<file path="src/sv/obdpid_pkg.sv">
`timescale 1ns / 1ps
// ----------------------------------------------------------------------------
// OBD-II mode 01 PID decoder package
// PID codes, register indexes, scaling constants and shared types.
// ----------------------------------------------------------------------------
package obdpid_pkg;

   // Engineering value on the result channel.
   typedef logic signed [16:0] scaled_type;

   // Register index, taken from the word address of the configuration port.
   typedef logic csr_index_type;

   localparam csr_index_type CSR_SUPPORTED_MASK = 1'b0;
   localparam csr_index_type CSR_MASK_KNOWN     = 1'b1;

   // Decoded mode 01 PIDs.
   localparam logic [7:0] MODE01_STATUS      = 8'h01;
   localparam logic [7:0] MODE01_FUEL_SYSTEM = 8'h03;
   localparam logic [7:0] MODE01_ENGINE_LOAD = 8'h04;
   localparam logic [7:0] MODE01_COOLANT     = 8'h05;
   localparam logic [7:0] MODE01_SHORT_TRIM  = 8'h06;
   localparam logic [7:0] MODE01_LONG_TRIM   = 8'h07;
   localparam logic [7:0] MODE01_RPM         = 8'h0C;
   localparam logic [7:0] MODE01_SPEED       = 8'h0D;
   localparam logic [7:0] MODE01_TIMING      = 8'h0E;
   localparam logic [7:0] MODE01_INTAKE_TEMP = 8'h0F;
   localparam logic [7:0] MODE01_MAF         = 8'h10;
   localparam logic [7:0] MODE01_THROTTLE    = 8'h11;

   // Scaling constants.
   localparam int unsigned PCT_SCALE     = 1000;  // percent x10 full scale
   localparam int unsigned BYTE_FULL     = 255;   // full-scale byte value
   localparam int unsigned TEMP_OFFSET   = 40;    // degrees C offset
   localparam int unsigned TRIM_CENTRE   = 128;   // zero trim code
   localparam int unsigned TIMING_OFFSET = 640;   // timing offset in deg x10

endpackage

</file>
<file path="src/sv/obd_mode01_pid_decoder_top.sv">
`timescale 1ns / 1ps
// ----------------------------------------------------------------------------
// OBD-II mode 01 PID decoder
// Converts one mode 01 answer into a fixed-scale engineering value.
// ----------------------------------------------------------------------------
// Usage:
// The request channel carries one answer per transfer: PID number, data bytes
// A and B, the received byte count and an abandoned flag. The response channel
// returns one transfer per request: the scaled value and a valid flag. When the
// flag is low the value is zero.
// Two registers are written through the APB port: the PID 1..32 support
// bitmap at address 0 and the bitmap-known flag at address 4. Write them only
// while no request is in flight.
// The request is captured in the input register and its result in the result
// register, which drives the response channel. One request is taken every
// cycle while req_stall is low; the decode is a single pass between the input
// register and the result register.
// Reset clears both pipeline stages and both configuration registers. When the
// receiver stalls, the result register holds, the input register fills
// behind it, and req_stall rises once both stages are occupied.
// ----------------------------------------------------------------------------
module obd_mode01_pid_decoder_top
   import obdpid_pkg::*;
(
   input  logic                    clock,
   input  logic                    reset,
   // Request channel
   input  logic                    req_valid,
   output logic                    req_stall,
   input  logic [7:0]              req_pid_number,
   input  logic [7:0]              req_byte_a,
   input  logic [7:0]              req_byte_b,
   input  logic [3:0]              req_byte_count,
   input  logic                    req_cycle_abandoned,
   // Response channel
   output logic                    rsp_valid,
   input  logic                    rsp_stall,
   output logic signed [16:0]      rsp_scaled_value,
   output logic                    rsp_value_valid,
   // Configuration port
   input  logic                    psel,
   input  logic                    penable,
   input  logic                    pwrite,
   input  logic [2:0]              paddr,
   input  logic [31:0]             pwdata,
   output logic [31:0]             prdata,
   output logic                    pready
);

   // Configuration registers
   logic [31:0]   supported_mask_ff;
   logic          mask_known_ff;
   logic          csr_write;
   csr_index_type csr_index;

   // Input stage
   logic          s1_valid_ff,  s1_valid_in;
   logic [7:0]    s1_pid_ff;
   logic [7:0]    s1_a_ff;
   logic [7:0]    s1_b_ff;
   logic [3:0]    s1_count_ff;
   logic          s1_abandoned_ff;
   logic          s1_load;

   // Result stage
   logic          s2_valid_ff,  s2_valid_in;
   scaled_type    s2_value_ff,  s2_value_in;
   logic          s2_ok_ff,     s2_ok_in;
   logic          s1_ready;
   logic          s2_ready;

   // Decode datapath
   logic [7:0]    pid_less_one;
   logic          pid_claimed;
   logic [17:0]   pct_prod;
   logic [25:0]   pct_recip;
   logic [9:0]    pct_est;
   logic [17:0]   pct_rem;
   logic [9:0]    pct_quot;
   logic signed [8:0]  trim_diff;
   logic signed [17:0] trim_prod;
   logic signed [17:0] trim_bias;
   logic signed [10:0] trim_quot;
   logic signed [8:0]  temp_value;
   logic [11:0]        timing_prod;
   logic signed [11:0] timing_value;
   logic [15:0]        word_ab;
   logic               base_ok;
   logic               two_bytes;

   assign pready    = 1'b1;
   assign csr_index = csr_index_type'(paddr[2]);
   assign csr_write = psel && penable && pwrite && pready;

   // Register writes.
   always_ff @(posedge clock) begin
      if (reset) begin
         supported_mask_ff <= '0;
         mask_known_ff     <= 1'b0;
      end else if (csr_write) begin
         unique case (csr_index)
            CSR_SUPPORTED_MASK: supported_mask_ff <= pwdata;
            CSR_MASK_KNOWN:     mask_known_ff     <= pwdata[0];
            default: ;
         endcase
      end
   end

   // Register reads.
   always_comb begin
      unique case (csr_index)
         CSR_SUPPORTED_MASK: prdata = supported_mask_ff;
         CSR_MASK_KNOWN:     prdata = {31'b0, mask_known_ff};
         default:            prdata = '0;
      endcase
   end

   // Pipeline flow control: each stage moves when the one after it can take it.
   assign s2_ready  = !s2_valid_ff || !rsp_stall;
   assign s1_ready  = !s1_valid_ff || s2_ready;
   assign req_stall = !s1_ready;
   assign s1_load   = req_valid && s1_ready;

   always_comb begin
      s1_valid_in = s1_ready ? req_valid : s1_valid_ff;
      s2_valid_in = s2_ready ? s1_valid_ff : s2_valid_ff;
   end

   always_ff @(posedge clock) begin
      if (reset) begin
         s1_valid_ff <= 1'b0;
         s2_valid_ff <= 1'b0;
      end else begin
         s1_valid_ff <= s1_valid_in;
         s2_valid_ff <= s2_valid_in;
      end
   end

   // Input register captures the request on each transfer.
   always_ff @(posedge clock) begin
      if (s1_load) begin
         s1_pid_ff       <= req_pid_number;
         s1_a_ff         <= req_byte_a;
         s1_b_ff         <= req_byte_b;
         s1_count_ff     <= req_byte_count;
         s1_abandoned_ff <= req_cycle_abandoned;
      end
   end

   // Support check: PID 1 maps to bit 31 and PID 32 to bit 0.
   always_comb begin
      pid_less_one = s1_pid_ff - 8'd1;
      pid_claimed  = mask_known_ff && (s1_pid_ff != 8'd0) && (pid_less_one[7:5] == 3'd0)
                     && supported_mask_ff[~pid_less_one[4:0]];
      base_ok      = !s1_abandoned_ff && pid_claimed && (s1_count_ff != 4'd0);
      two_bytes    = (s1_count_ff[3:1] != 3'd0);
   end

   // Percent scaling A*1000/255. The quotient is first estimated with the
   // reciprocal 257/65536, which is never more than one short, then corrected
   // by a single compare on the remainder.
   always_comb begin
      pct_prod  = 18'(s1_a_ff) * 18'(PCT_SCALE);
      pct_recip = {pct_prod, 8'b0} + {8'b0, pct_prod};
      pct_est   = pct_recip[25:16];
      pct_rem   = pct_prod - {pct_est, 8'b0} + 18'(pct_est);
      pct_quot  = (pct_rem >= 18'(BYTE_FULL)) ? pct_est + 10'd1 : pct_est;
   end

   // Fuel trim (A-128)*1000/128, rounded toward zero by biasing negatives.
   always_comb begin
      trim_diff = $signed({1'b0, s1_a_ff}) - 9'sd128;
      trim_prod = 18'(trim_diff) * $signed(18'(PCT_SCALE));
      trim_bias = trim_prod + (trim_prod[17] ? 18'sd127 : 18'sd0);
      trim_quot = trim_bias[17:7];
   end

   // Temperatures, timing advance and the two-byte word.
   always_comb begin
      temp_value   = $signed({1'b0, s1_a_ff}) - $signed(9'(TEMP_OFFSET));
      timing_prod  = 12'(s1_a_ff) * 12'd5;
      timing_value = $signed(timing_prod) - $signed(12'(TIMING_OFFSET));
      word_ab      = {s1_a_ff, s1_b_ff};
   end

   // Select the scaling for the PID; anything not decoded reads as invalid.
   always_comb begin
      s2_ok_in    = base_ok;
      s2_value_in = '0;
      unique case (s1_pid_ff) inside
         MODE01_STATUS, MODE01_FUEL_SYSTEM, MODE01_SPEED:
            s2_value_in = scaled_type'(s1_a_ff);
         MODE01_ENGINE_LOAD, MODE01_THROTTLE:
            s2_value_in = scaled_type'(pct_quot);
         MODE01_COOLANT, MODE01_INTAKE_TEMP:
            s2_value_in = scaled_type'(temp_value);
         MODE01_SHORT_TRIM, MODE01_LONG_TRIM:
            s2_value_in = scaled_type'(trim_quot);
         MODE01_RPM: begin
            s2_value_in = scaled_type'(word_ab[15:2]);
            s2_ok_in    = base_ok && two_bytes;
         end
         MODE01_TIMING:
            s2_value_in = scaled_type'(timing_value);
         MODE01_MAF: begin
            s2_value_in = scaled_type'(word_ab);
            s2_ok_in    = base_ok && two_bytes;
         end
         default:
            s2_ok_in = 1'b0;
      endcase
      if (!s2_ok_in) begin
         s2_value_in = '0;
      end
   end

   // Result register holds while the receiver stalls.
   always_ff @(posedge clock) begin
      if (s2_ready && s1_valid_ff) begin
         s2_value_ff <= s2_value_in;
         s2_ok_ff    <= s2_ok_in;
      end
   end

   assign rsp_valid        = s2_valid_ff;
   assign rsp_scaled_value = s2_value_ff;
   assign rsp_value_valid  = s2_ok_ff;

   // An invalid result always carries a zero value.
   assert property (@(posedge clock) disable iff (reset)
      rsp_valid && !rsp_value_valid |-> rsp_scaled_value == 17'sd0)
      else $error("Invalid result carries a non-zero value.");

   // A valid reading never falls below the lowest fuel trim.
   assert property (@(posedge clock) disable iff (reset)
      rsp_valid && rsp_value_valid |-> rsp_scaled_value >= -17'sd1000)
      else $error("Decoded value below the lowest scale.");

   // The request side only stalls when both stages are full and blocked.
   assert property (@(posedge clock) disable iff (reset)
      req_stall |-> s1_valid_ff && s2_valid_ff && rsp_stall)
      else $error("Request stalled with room in the pipeline.");

   // An abandoned cycle never yields a reading.
   assert property (@(posedge clock) disable iff (reset)
      s1_valid_ff && s1_abandoned_ff |-> !s2_ok_in)
      else $error("Abandoned cycle decoded as valid.");

   // Reset empties the pipeline.
   assert property (@(posedge clock)
      reset |=> !rsp_valid && !req_stall)
      else $error("Pipeline not empty after reset.");

endmodule
</file>
<file path="config.mk">
export PLATFORM = sky130hd
export DESIGN_NAME = obd_mode01_pid_decoder_top
export DESIGN_NICKNAME = d
export VERILOG_FILES = /design/src/sv/obdpid_pkg.sv /design/src/sv/obd_mode01_pid_decoder_top.sv
export SDC_FILE = /design/constraint.sdc
export NUM_CORES = 1
export LEC_CHECK = 0
export BUFFER_PORTS_ARGS = -buffer_cell sky130_fd_sc_hd__buf_4
export CORE_ASPECT_RATIO = 0.8
export CORE_MARGIN = 4
export CORE_UTILIZATION = 40
export DETAILED_ROUTE_END_ITERATION = 10
export GPL_ROUTABILITY_DRIVEN = 1
export GPL_TIMING_DRIVEN = 0
export PLACE_DENSITY_LB_ADDON = 0.2
export SYNTH_ARGS = -nofsm -noshare
export SYNTH_HDL_FRONTEND = slang
export SYNTH_SLANG_ARGS = --single-unit
</file>
<file path="constraint.sdc">
create_clock -name clock -period 8.9 [get_ports clock]
set_input_delay 1.78 -clock clock [delete_from_list [all_inputs] [get_ports clock]]
set_output_delay 1.78 -clock clock [all_outputs]
set_load 0.005 [all_outputs]
</file>
==> summary.txt <==
Status
  • Status: finished, violations left
  • Failing checks: negative setup slack

Global route
  • Initial antenna violation count: 0
  • Largest net degree at the start of global routing: 30
  • Total congestion overflow: 0
  • Number of global-route vias before repair: 7846
  • Overall routing resource usage: a little over a fifth
  • First-pass GRT wire length: 42200 um

Synthesis
  • Synthesized net count: 1221
  • Post-synth ARST share: 0%
  • Post-synth EDFFs: 47
  • Post-Syn Instances: just under 1000
  • Sequential fraction of the synthesis area: 23.6%
  • Post-Syn Area per Cell: 9.13 um^2
  • Synthesized area: 8950 um^2
  • Synth Register Bits: 82
  • Yosys Warn Count: 0
  • Synth Flop Type: edfxtp_1
  • Yosys top cell by area: ha_1
  • Post-synth top area share: 17.1%
  • Dominant cells by area after synthesis: ha_1, edfxtp_1, fa_1, dfxtp_1, inv_1
  • Yosys cell types: 78

Cells and area
  • Layout cell share with drive strength beyond 1: 29.7%
  • Final instance area: 11900 um^2
  • Layout area overhead: 33.4%
  • Nets: 1429
  • Fill count: 1968
  • Antenna Cells: 0
  • Reg area: 2110 um^2
  • Post-layout util: 54.8%
  • Area of the multi-input gates: 7020 um^2
  • Most frequent cells in the layout: buf_4, nand2_1, ha_1
  • Commonest non-fill, non-tap cell in the layout: buf_4

Worst setup path
  • CP startpoint kind: flop
  • CP Data Required Time: around 9 ns
  • Crit. End Element: flop
  • Crit path max-delay cell type: fa_1
  • CP peak stage delay: approximately 0.53 ns
  • CP arrival: 9.30 ns
  • Crit path kind: flop to flop
  • Crit path max fanout: 6

STA
  • Slew HR: 40.6%
  • Unrepaired setup endpoints after global routing: true
  • Final number of hold-violating endpoints: 0
  • Setup violations, final: 10
  • Fmax: 108 MHz
  • Final worst path period share: 104%
  • Post-route minimum period: approximately 9 ns
  • Slew Limit Fails: 0
  • Post-route setup TNS: -2.16 ns
  • Tightest Pin Transition: 0.888 ns
  • Layout Skew: 0.0117 ns
  • Hold Worst Slack: ~0.47 ns
  • Final WS setup: -0.338 ns

Floorplanning
  • Top-Level Pins: 124
  • Die Wd: 175 um
  • Height of the die: 142 um
  • Total core area: 21800 um^2
  • Die area: around 25000 um^2
  • Cell Rows: 48
  • Initial Utilization: between 40% and 50%

Placement
  • Port bufs: 119
  • GPL Wtd Cong: 0.870
  • Post-DP Area: a little over 10000 um^2
  • Dpl hpwl: 19900 um

Detailed routing
  • Antenna viol nets, final: 0
  • Initial DRC count: around 470
  • Via/cell ratio: 5.28
  • DR pass1 iterations: 5
  • Vias: 7894
  • Final WL: 26600 um
  • DR DRC count: 0
  • WL per Instance: approximately 18 um

Flow run
  • Max cap viols: 0

Clock network
  • Root buffer cell: clkbuf_16
  • H-tree depth: 3
  • CTS clk-pin slew, worst paths: 0.07 ns
  • Buffer depth of the longest clock path: 2
  • CTS tree: done
  • CTS sink count: 82
  • Clock network latency to the later pin of the worst-skew pair: 0.35 ns
  • Hold-fix buffers, CTS: 0
  • Clock buffer count from CTS: 9

Worst hold path
  • Hold WC Path Type: flop to flop
sequential cells by signal, summed over array words and instances, names as in the netlist:
register           cells
supported_mask_ff     32
rsp_scaled_value      17
s1_a_ff                8
s1_b_ff                8
s1_pid_ff              8
s1_count_ff            4
mask_known_ff          1
rsp_valid              1
rsp_value_valid        1
s1_abandoned_ff        1
s1_valid_ff            1
kinds of logic (layout without fill, tap and decap cells):
group / after synthesis / after routing / synth area share (%)
AND/OR/NAND/NOR: 285 / 285 / 15.6
XOR/XNOR: 69 / 69 / 6.75
buffers and inverters: 146 / 359 / 6.21
flip-flops: 82 / 82 / 23.6
AO/OA/AOI/OAI: 206 / 206 / 16.3
multiplexers: 22 / 22 / 3.90
other: 1 / 1 / 0.0419
adder cells (fa/ha/maj): 170 / 170 / 27.7
layout make-up:
| cell class | count | share of cell area [%] |
|---|---|---|
| multi-input combinational | 753 | 58.8 |
| clock inverter | 6 | 0.471 |
| clock buffer | 10 | 2.09 |
| buffer | 32 | 1.18 |
| tap | 300 | 3.14 |
| inverter | 112 | 3.68 |
| timing repair buffer | 199 | 13.0 |
| sequential | 82 | 17.7 |
worst paths after layout:
path                                               to  depth (start not counted)                   from  slack, ns
worst min-delay path            supported_mask_ff[18]                          2  supported_mask_ff[18]       0.47
worst min register to register  supported_mask_ff[18]                          2  supported_mask_ff[18]       0.47
worst max register to register    rsp_scaled_value[3]                         40             s1_a_ff[3]      -0.34
worst max-delay path              rsp_scaled_value[3]                         40             s1_a_ff[3]      -0.34
Yosys cell counts (all sizes together), types with 3 or more instances:
cell / count
a211o: 3
a211oi: 6
a21boi: 3
a21o: 20
a21oi: 73
a221o: 5
a221oi: 8
a222oi: 5
a31oi: 5
and2: 5
and3: 10
buf: 6
clkbuf: 28
dfxtp: 35
edfxtp: 47
fa: 47
ha: 122
inv: 112
mux2: 3
mux2i: 9
mux4: 10
nand2: 109
nand3: 12
nand4: 3
nor2: 44
nor2b: 41
nor3: 21
nor3b: 3
nor4: 4
o211ai: 8
o21a: 7
o21ai: 18
o21bai: 4
o221ai: 3
o22ai: 10
o31a: 3
o31ai: 3
or2: 9
or3: 8
or4: 6
xnor2: 45
xor2: 24
through the flow:
stage          std cells  setup slack [ns]
2_1_floorplan        981            -0.145
3_3_place_gp        1400             -1.42
3_5_place_dp        1401             -1.49
4_1_cts             1480            -0.269
5_1_grt             1494            -0.724
6_report            1494            -0.338
critical path: cells and delay by family, from the launching register on:
kind | cells | cell delay [ns]
DFF | 1 | 0.47
AOI/OAI and AO/OA | 11 | 2.57
xor gates and xnor gates | 2 | 0.51
adders and majority gates | 10 | 3.42
buffers and inverters | 11 | 1.20
and+or+nand+nor | 6 | 0.78
timing repair:
item / in CTS / in global routing
buffers inserted: 64 / 17
pin swaps: 71 / 53
gates resized for setup: 92 / 40
setup endpoints to repair: 10 / 10
metal layers:
| layer | GRT usage (%) | wire (um) |
|---|---|---|
| met1 | 31.2 | 13100 |
| met2 | 32.3 | 11700 |
| met3 | 4.71 | 1460 |
| met4 | 3.80 | 419 |
| met5 | 0 | 0 |
Power is not shown: default switching activity piles up to over one toggle a cycle in this logic, so the estimate is an artifact.
